### src/bci_pkg.sv
package bci_pkg;

  // Defaults for the top-level parameters.
  localparam int BCI_MAX_BLOCK_LEN = 16384;
  localparam int BCI_SAMPLE_WIDTH  = 16;
  localparam int BCI_MAX_BLOCKS    = 128;

  // Fixed field and register widths.
  localparam int VALUE_W   = 16;
  localparam int QM_W      = 4;
  localparam int COUNT_W   = 8;
  localparam int LEN_CFG_W = 15;
  localparam int CFG_W     = 15;
  localparam int CFG_IDX_W = 3;

  localparam logic [QM_W-1:0] QM_LIMIT = 4'd8;

  typedef enum logic [CFG_IDX_W-1:0] {
    CFG_BITS_PER_SYMBOL   = 3'd0,
    CFG_BLOCK_COUNT       = 3'd1,
    CFG_FIRST_GROUP_COUNT = 3'd2,
    CFG_FIRST_LENGTH      = 3'd3,
    CFG_REST_LENGTH       = 3'd4,
    CFG_DIRECTION         = 3'd5
  } cfg_idx_t;

  // Status of the write-address unit towards the top level.
  typedef struct packed {
    logic busy;        // setup pass running, no request may be taken
    logic last_elem;   // a push now completes the current block
    logic last_block;  // the current block is the last of the frame
  } wr_stat_t;

endpackage

### src/bci_div.sv
module bci_div
  import bci_pkg::*;
#(
  parameter int W = 15
) (
  input  logic         clk,
  input  logic         rst_n,
  input  logic         start,
  input  logic [W-1:0] dividend,
  input  logic [W-1:0] divisor,
  output logic         done,
  output logic [W-1:0] quot,
  output logic [W-1:0] rem
);

  localparam int CNT_W = $clog2(W + 1);

  logic             busy_r, busy_nxt;
  logic             done_r, done_nxt;
  logic [CNT_W-1:0] cnt_r, cnt_nxt;
  logic [W-1:0]     quo_r, quo_nxt;
  logic [W-1:0]     rem_r, rem_nxt;
  logic [W-1:0]     dvs_r, dvs_nxt;
  logic [W:0]       trial;

  // Restoring division, one quotient bit per cycle.
  always_comb begin
    busy_nxt = busy_r;
    done_nxt = 1'b0;
    cnt_nxt  = cnt_r;
    quo_nxt  = quo_r;
    rem_nxt  = rem_r;
    dvs_nxt  = dvs_r;
    trial    = {rem_r, quo_r[W-1]};
    if (start) begin
      busy_nxt = 1'b1;
      cnt_nxt  = CNT_W'(W);
      quo_nxt  = dividend;
      rem_nxt  = '0;
      dvs_nxt  = divisor;
    end else if (busy_r) begin
      if (trial >= {1'b0, dvs_r}) begin
        rem_nxt = W'(trial - {1'b0, dvs_r});
        quo_nxt = {quo_r[W-2:0], 1'b1};
      end else begin
        rem_nxt = trial[W-1:0];
        quo_nxt = {quo_r[W-2:0], 1'b0};
      end
      cnt_nxt = cnt_r - 1'b1;
      if (cnt_r == CNT_W'(1)) begin
        busy_nxt = 1'b0;
        done_nxt = 1'b1;
      end
    end
  end

  always_ff @(posedge clk) begin
    if (!rst_n) begin
      busy_r <= 1'b0;
      done_r <= 1'b0;
      cnt_r  <= '0;
    end else begin
      busy_r <= busy_nxt;
      done_r <= done_nxt;
      cnt_r  <= cnt_nxt;
    end
    quo_r <= quo_nxt;
    rem_r <= rem_nxt;
    dvs_r <= dvs_nxt;
  end

  // A result that finishes just as a new division starts belongs to the
  // abandoned one and is not reported.
  assign done = done_r && !start;
  assign quot = quo_r;
  assign rem  = rem_r;

endmodule

### src/bci_wadr.sv
module bci_wadr
  import bci_pkg::*;
#(
  parameter int MAX_BLOCK_LEN = BCI_MAX_BLOCK_LEN,
  parameter int LEN_W         = $clog2(MAX_BLOCK_LEN + 1),
  parameter int ADDR_W        = $clog2(MAX_BLOCK_LEN)
) (
  input  logic               clk,
  input  logic               rst_n,
  input  logic               cfg_wr,
  input  logic [QM_W-1:0]    qm,
  input  logic [LEN_W-1:0]   len1,
  input  logic [LEN_W-1:0]   len2,
  input  logic               dir,
  input  logic [COUNT_W-1:0] first_cnt,
  input  logic [COUNT_W-1:0] blk_cnt,
  input  logic               push,
  output wr_stat_t           stat,
  output logic [ADDR_W-1:0]  waddr,
  output logic [LEN_W-1:0]   blk_len
);

  localparam int PROD_W = LEN_W + QM_W;

  typedef enum logic [6:0] {
    ST_RUN  = 7'b0000001,
    ST_R1   = 7'b0000010,
    ST_R2   = 7'b0000100,
    ST_PROD = 7'b0001000,
    ST_CHK  = 7'b0010000,
    ST_DIVQ = 7'b0100000,
    ST_FIX  = 7'b1000000
  } seq_state_t;

  seq_state_t         state_r, state_nxt;
  logic               go_r, go_nxt;
  logic [LEN_W-1:0]   r1_r, r1_nxt, r2_r, r2_nxt;
  logic [LEN_W-1:0]   p1_r, p1_nxt, p2_r, p2_nxt;
  logic [LEN_W-1:0]   wq_r, wq_nxt;
  logic [QM_W-1:0]    wrow_r, wrow_nxt;
  logic [LEN_W-1:0]   wcol_r, wcol_nxt;
  logic [ADDR_W-1:0]  waddr_r, waddr_nxt;
  logic [COUNT_W-1:0] bidx_r, bidx_nxt;

  logic               first_grp;
  logic [LEN_W-1:0]   e_cur, r_cur, p_cur;
  logic [LEN_W:0]     nq;
  logic               last_elem, last_block;
  logic [LEN_W-1:0]   col_inc;
  logic [QM_W-1:0]    row_inc;
  logic [PROD_W-1:0]  fix_addr;

  logic               div_done;
  logic [LEN_W-1:0]   div_dividend, div_divisor, div_quot, div_rem;

  assign first_grp  = bidx_r < first_cnt;
  assign e_cur      = first_grp ? len1 : len2;
  assign r_cur      = first_grp ? r1_r : r2_r;
  assign p_cur      = first_grp ? p1_r : p2_r;
  assign nq         = {1'b0, wq_r} + 1'b1;
  assign last_elem  = nq >= {1'b0, e_cur};
  assign last_block = ({1'b0, bidx_r} + 1'b1) >= {1'b0, blk_cnt};
  assign col_inc    = wcol_r + 1'b1;
  assign row_inc    = wrow_r + 1'b1;
  assign fix_addr   = dir ? (PROD_W'(wrow_r) * PROD_W'(r_cur) + PROD_W'(wcol_r))
                          : (PROD_W'(wcol_r) * PROD_W'(qm) + PROD_W'(wrow_r));

  always_comb begin
    case (state_r)
      ST_R1: begin
        div_dividend = len1;
        div_divisor  = LEN_W'(qm);
      end
      ST_R2: begin
        div_dividend = len2;
        div_divisor  = LEN_W'(qm);
      end
      default: begin
        div_dividend = wq_r;
        div_divisor  = dir ? LEN_W'(qm) : r_cur;
      end
    endcase
  end

  bci_div #(
    .W(LEN_W)
  ) u_div (
    .clk      (clk),
    .rst_n    (rst_n),
    .start    (go_r),
    .dividend (div_dividend),
    .divisor  (div_divisor),
    .done     (div_done),
    .quot     (div_quot),
    .rem      (div_rem)
  );

  always_comb begin
    state_nxt = state_r;
    go_nxt    = 1'b0;
    r1_nxt    = r1_r;
    r2_nxt    = r2_r;
    p1_nxt    = p1_r;
    p2_nxt    = p2_r;
    wq_nxt    = wq_r;
    wrow_nxt  = wrow_r;
    wcol_nxt  = wcol_r;
    waddr_nxt = waddr_r;
    bidx_nxt  = bidx_r;

    if (cfg_wr) begin
      state_nxt = ST_R1;
      go_nxt    = 1'b1;
    end else begin
      case (state_r)
        ST_RUN: begin
          if (push) begin
            if (last_elem) begin
              wq_nxt    = '0;
              wrow_nxt  = '0;
              wcol_nxt  = '0;
              waddr_nxt = '0;
              bidx_nxt  = last_block ? '0 : bidx_r + 1'b1;
            end else begin
              wq_nxt = nq[LEN_W-1:0];
              if (nq >= {1'b0, p_cur}) begin
                // Tail beyond the full matrix keeps its position.
                waddr_nxt = ADDR_W'(nq);
              end else if (!dir) begin
                if (col_inc == r_cur) begin
                  wcol_nxt  = '0;
                  wrow_nxt  = row_inc;
                  waddr_nxt = ADDR_W'(row_inc);
                end else begin
                  wcol_nxt  = col_inc;
                  waddr_nxt = waddr_r + ADDR_W'(qm);
                end
              end else begin
                if (row_inc == qm) begin
                  wrow_nxt  = '0;
                  wcol_nxt  = col_inc;
                  waddr_nxt = ADDR_W'(col_inc);
                end else begin
                  wrow_nxt  = row_inc;
                  waddr_nxt = waddr_r + ADDR_W'(r_cur);
                end
              end
            end
          end
        end
        ST_R1: begin
          if (div_done) begin
            r1_nxt    = div_quot;
            state_nxt = ST_R2;
            go_nxt    = 1'b1;
          end
        end
        ST_R2: begin
          if (div_done) begin
            r2_nxt    = div_quot;
            state_nxt = ST_PROD;
          end
        end
        ST_PROD: begin
          p1_nxt    = LEN_W'(PROD_W'(qm) * PROD_W'(r1_r));
          p2_nxt    = LEN_W'(PROD_W'(qm) * PROD_W'(r2_r));
          state_nxt = ST_CHK;
        end
        ST_CHK: begin
          // Rebuild row, column and address of a partly written block.
          if (wq_r >= p_cur || wq_r == '0) begin
            wrow_nxt  = '0;
            wcol_nxt  = '0;
            waddr_nxt = ADDR_W'(wq_r);
            state_nxt = ST_RUN;
          end else begin
            go_nxt    = 1'b1;
            state_nxt = ST_DIVQ;
          end
        end
        ST_DIVQ: begin
          if (div_done) begin
            if (!dir) begin
              wrow_nxt = QM_W'(div_quot);
              wcol_nxt = div_rem;
            end else begin
              wcol_nxt = div_quot;
              wrow_nxt = QM_W'(div_rem);
            end
            state_nxt = ST_FIX;
          end
        end
        ST_FIX: begin
          waddr_nxt = ADDR_W'(fix_addr);
          state_nxt = ST_RUN;
        end
        default: begin
          state_nxt = ST_R1;
          go_nxt    = 1'b1;
        end
      endcase
    end
  end

  always_ff @(posedge clk) begin
    if (!rst_n) begin
      state_r <= ST_R1;
      go_r    <= 1'b1;
      wq_r    <= '0;
      wrow_r  <= '0;
      wcol_r  <= '0;
      waddr_r <= '0;
      bidx_r  <= '0;
    end else begin
      state_r <= state_nxt;
      go_r    <= go_nxt;
      wq_r    <= wq_nxt;
      wrow_r  <= wrow_nxt;
      wcol_r  <= wcol_nxt;
      waddr_r <= waddr_nxt;
      bidx_r  <= bidx_nxt;
    end
    r1_r <= r1_nxt;
    r2_r <= r2_nxt;
    p1_r <= p1_nxt;
    p2_r <= p2_nxt;
  end

  assign stat.busy       = (state_r != ST_RUN) || go_r;
  assign stat.last_elem  = last_elem;
  assign stat.last_block = last_block;
  assign waddr           = waddr_r;
  assign blk_len         = e_cur;

endmodule

### config.mk
export PLATFORM = sky130hd
export DESIGN_NAME = bci_wadr
export DESIGN_NICKNAME = d
export VERILOG_FILES = /design/src/bci_pkg.sv /design/src/bci_div.sv /design/src/bci_wadr.sv
export SDC_FILE = /design/constraint.sdc
export NUM_CORES = 1
export LEC_CHECK = 0
export ABC_CLOCK_PERIOD_IN_PS = 7410
export BUFFER_PORTS_ARGS = -buffer_cell sky130_fd_sc_hd__buf_2
export CAP_MARGIN = 10
export CORE_MARGIN = 3
export CORE_UTILIZATION = 60
export CTS_CLUSTER_SIZE = 40
export DETAILED_ROUTE_END_ITERATION = 8
export GPL_TIMING_DRIVEN = 1
export PLACE_DENSITY = 0.78
export SLEW_MARGIN = 5
export SYNTH_ARGS = -nofsm -noshare
export SYNTH_HDL_FRONTEND = slang
export SYNTH_SLANG_ARGS = --single-unit
### constraint.sdc
create_clock -name clk -period 7.41 [get_ports clk]
set_input_delay 0.741 -clock clk [delete_from_list [all_inputs] [get_ports clk]]
set_output_delay 0.741 -clock clk [all_outputs]
set_load 0.01 [all_outputs]
After elaboration in Yosys (flattened, before gate mapping)
Index checks and enable logic that the tools add are counted.

operators by class
  equality and inequality tests = 19
  mux-type cells = 55
  reductions and logical operators = 22
  bitwise logic cells = 4
  multipliers = 4
  add/sub/neg operators = 11
  $lt $le $gt $ge = 6

operator list
  operator                                        count
  two-way mux 15 bit                              16
  two-way mux 14 bit                              8
  two-way mux 4 bit                               13
  case mux 7 bit (7 select lines)                 1
  >= comparator 16 x 15 -> 1 bit                  3
  case mux 15 bit (3 select lines)                1
  case mux 14 bit (3 select lines)                1
  multiplier 4 x 15 -> 15 bit                     2
  case mux 15 bit (2 select lines)                1
  adder 14 bit                                    2
  adder 14 x 4 -> 14 bit                          2
  two-way mux 7 bit                               3
  adder 15 x 1 -> 16 bit (second input constant)  1
  adder 15 x 1 -> 15 bit (second input constant)  1
  equality test 15 bit                            1
  >= comparator 15 bit                            1
  logical NOT 15 bit                              1
  multiplier 15 x 4 -> 14 bit                     1
  multiplier 4 x 15 -> 14 bit                     1
  subtractor 15 bit                               1
  AND reduction 7 bit                             2
  case mux 4 bit (3 select lines)                 1
  AND reduction 4 bit                             3
  inequality test 2 bit (second input constant)   5
  33 further kinds                                49

word-level totals
  bits in registers = 175
  bits of input ports = 55

Logic depth before layout (Yosys ltp)
  word-level depth = 9
  mapped depth = 27

Cells and area by module
A second synthesis with hierarchy kept.

unflattened totals
  cell total of the unflattened synthesis = 2162
  area total of the unflattened synthesis = 18903.1 sq um

by module, submodules not included
  module    cells each  seq. area each (sq um)  instances  area an instance (sq um)
  bci_wadr  1875        3083.0                  1          15812.7
  bci_div   287         1321.3                  1          3090.5

Worst setup path after synthesis
No wires, ideal clock.

  path kind = input-to-reg
  start point = input first_cnt[2]
  end point = register waddr_r[11] (netlist: waddr[11])
  data required time = 7.291 ns
  library setup time = 0.119 ns
  cell stages on the path = 24
  slack = 1.511 ns
  arrival = 5.780 ns
  path buffers = 2
  path through = inv_1 ha_1 o21ai_1 nor2b_1 buf_2 o31ai_4 buf_6 mux2i_1 inv_1 nand2_1 fa_1 fa_1 fa_1 inv_1 ha_1 nor2b_1 o21ai_0 a21oi_1 o211ai_1 a21oi_1 nor3_1 xor2_1 o221ai_1 o221a_1

between the ends
  longest elaborated chain between the ends = 9

RTL lines
  item                                                                                 RTL line         source
  from (decl)                                                                          bci_wadr.sv:15   input logic [COUNT_W-1:0] first_cnt,
  < comparator 8 bit (*)                                                               bci_wadr.sv:56   assign first_grp = bidx_r < first_cnt;
  parallel branches: the longest is 8 deep, another holds multiplier 4 x 15 -> 14 bit  -
  to (signal assigned)                                                                 bci_wadr.sv:220  waddr_r <= waddr_nxt;
  to (decl)                                                                            bci_wadr.sv:42   logic [ADDR_W-1:0] waddr_r, waddr_nxt;

Every way passes the cells marked *. The select of a mux whose other input is x is not followed.
A chain may end at the register's enable or synchronous reset.

==> flow_summary.yaml <==
status:
  status: "finished clean"
worst_setup_path:
  cp.arrival_ns: 5.84
  crit_fanout: 19
  required_ns: 6.67
  worst-setup-path-type: "flop to primary output"
  cp-start-kind: "flop"
  cp-end-kind: "primary output"
yosys:
  synth_top_area_cell: "edfxtp_1"
  yosys_warnings: 0
  synth.cell_area_um2: 18300
  syn_inst: 2148
  synthArstFlopShare_pct: 0
  synth_top_area_share_pct: 14.7
  synth-seq-area-share_pct: 24.0
  synth_flop_cell: "edfxtp_1"
  synth_edf_count: 90
  synth.avg_cell_area_um2: 8.53
  yosys.cell_types.count: 81
  synth_nets: 2480
  ys_top_cells_by_area: "edfxtp_1, ha_1, fa_1"
  ys_seq_elements: 175
clocking:
  clock_sinks: 175
  cts_buffers: 17
  root_buffer: "clkbuf_16"
  hold_buffers: 0
  cts_tree: "built"
  postCtsSetupRepairBufs: 0
  htree_levels: 4
  worstSkewPairLatency_ns: 0.46
  clkTransAtPathRegs_ns: 0.08
  post_cts_resized: 0
  cts_buffer_depth: 2
power:
  p_leak_nw: 8.85
  pwr_density_cell_nw_per_um2: 123
  vdd_drop_max_mv: 0.173
timing:
  tightest_slew_ns: 1.22
  hold_viol: 0
  rsz0062_at_grt: "no"
  timing.setup.tns_ns: 0
  setup_viol: 0
  finClkSkew_ns: 0.0119
  relSlewSlack_pct: 18.2
  max_freq_ghz: 0.152
  finalCritPeriodShare_pct: 88.8
  slew_viol_final: 0
  period_needed_ns: 6.58
floorplan:
  core_um2: 29900
  rows: 63
  pin_count: 87
  die_y_um: 181
  die_x_um: 181
  initial_core_util_pct: 61.4
  die-area_um2: 32700
grt:
  grt_overflow: 0
  grt_pass1_wl_mm: 90.2
  antenna_found_initial: 1
  grt_pass1_vias: 15900
  grt_max_degree: 71
  grtUsageTotal_pct: 35.1
min_path:
  hold_class: "flop to flop"
placement:
  numPortBuffers: 86
  hpwlAfterDp_mm: 44.7
  routabilityCongestion: 1.02
  dpl_cell_area_um2: 19100
detailed_routing:
  wl_per_cell_um: 22.5
  antenna_left: 0
  firstDrtPassIters: 8
  drcViolationCount: 0
  first_iter_violations: 1964
  vias: 16600
  totalWireLength_mm: 58.4
  via_per_inst: 6.40
final_layout:
  fill_cells: 2475
  nets: 2516
  area.growth.synth_to_final_pct: 7.67
  drive_gt1_share_pct: 8.56
  fin_area_um2: 19700
job:
  max-cap-violations: 0
==> cells by family after synthesis <==
group,Yosys count,synth area share (%)
AOI/OAI and AO/OA,423,15.1
and+or+nand+nor,708,19.0
xor gates and xnor gates,143,6.83
DFF,175,24.0
adders and majority gates,277,23.2
buffers and inverters,335,7.02
muxes,87,4.83
==> cell usage in the layout, fill, tap and decap left out, types with 39 or more instances in the layout <==
cell and instances:
nand2_1 233, inv_1 230, ha_1 173, nor2_1 142
xnor2_1 104, fa_1 104, a21oi_1 101, edfxtp_1 90
buf_2 86, o21ai_0 85, dfxtp_1 84, and2_1 78
mux2i_1 77, nand3_1 56, nor2b_1 49, xor2_1 39
==> per-stage QoR <==
step / power (mW) / cells / worst slack [ns] / hold WS (ns) / utilization [%]
finish: 2.43 / 2588 / 0.827 / 0.518 / 66.1
global route: 2.51 / 2588 / 0.559 / 0.549 / 66.1
CTS: 2.42 / 2587 / 1.01 / 0.510 / 66.1
detailed placement: 1.48 / 2555 / 0.723 / 0.497 / 64.0
global placement: 1.47 / 2555 / 0.863 / 0.496 / 64.0
floorplan: 1.37 / 2148 / 1.51 / 0.468 / -
==> worst paths after layout <==
| path | startpoint | end | slack [ns] | cells after the start |
|---|---|---|---|---|
| max reg2reg | bidx_r[5]$_SDFFE_PN0P_ | waddr[12]$_SDFFE_PN0P_ | 0.97 | 20 |
| min reg2reg | u_div.rem[14]$_SDFFE_PP0P_ | u_div.rem[14]$_SDFFE_PP0P_ | 0.52 | 2 |
| min | u_div.rem[14]$_SDFFE_PP0P_ | u_div.rem[14]$_SDFFE_PP0P_ | 0.52 | 2 |
| max | bidx_r[5]$_SDFFE_PN0P_ | stat[1] | 0.83 | 14 |
==> Yosys cell counts, types with 16 or more instances <==
master / count
a211oi_1: 19
a21boi_0: 20
a21o_1: 28
a21oi_1: 101
a22oi_1: 21
a31oi_1: 30
and2_1: 78
and3_1: 16
clkbuf_1: 83
dfxtp_1: 85
edfxtp_1: 90
fa_1: 104
ha_1: 173
inv_1: 230
mux2i_1: 77
nand2_1: 233
nand3_1: 56
nor2_1: 143
nor2b_1: 49
nor3_1: 34
o21ai_0: 85
xnor2_1: 104
xor2_1: 39
==> per-layer routing <==
layer / global-route usage [%] / share of wire (%)
met1: 47.6 / 40
met2: 55.0 / 45
met3: 7.31 / 11
met4: 14.8 / 4.7
met5: 0 / 0
==> final cells by class <==
class	count	area, µm²	area share [%]
Tap cell	390	488	2.47
Multi-Input combinational cell	1638	12700	64.2
Clock buffer	18	450	2.28
Sequential cell	175	4410	22.3
Inverter	232	871	4.41
Timing Repair Buffer	120	686	3.47
Antenna cell	1	2.50	0.0127
Clock inverter	14	165	0.837
==> power by group <==
group | switching (mW) | total (mW) | leakage (nW) | internal [mW]
combinational | 0.229 | 0.394 | 7.01 | 0.165
clock | 0.475 | 0.954 | 0.304 | 0.479
sequential | 0.0268 | 1.08 | 1.54 | 1.05
==> critical path: stages, from the launching register on <==
cell and delay, ns:
dfxtp_1 0.42, ha_1 0.37, nand4_1 0.30, o31ai_4 0.93, buf_4 0.40, buf_4 0.38, mux2i_1 0.32, ha_1 0.29
a2111oi_0 0.52, nor2b_1 0.19, a221o_1 0.16, and4_1 0.49, clkinv_1 0.19, buf_4 0.22, buf_2 0.15
Power figures use the tool's default switching activity.
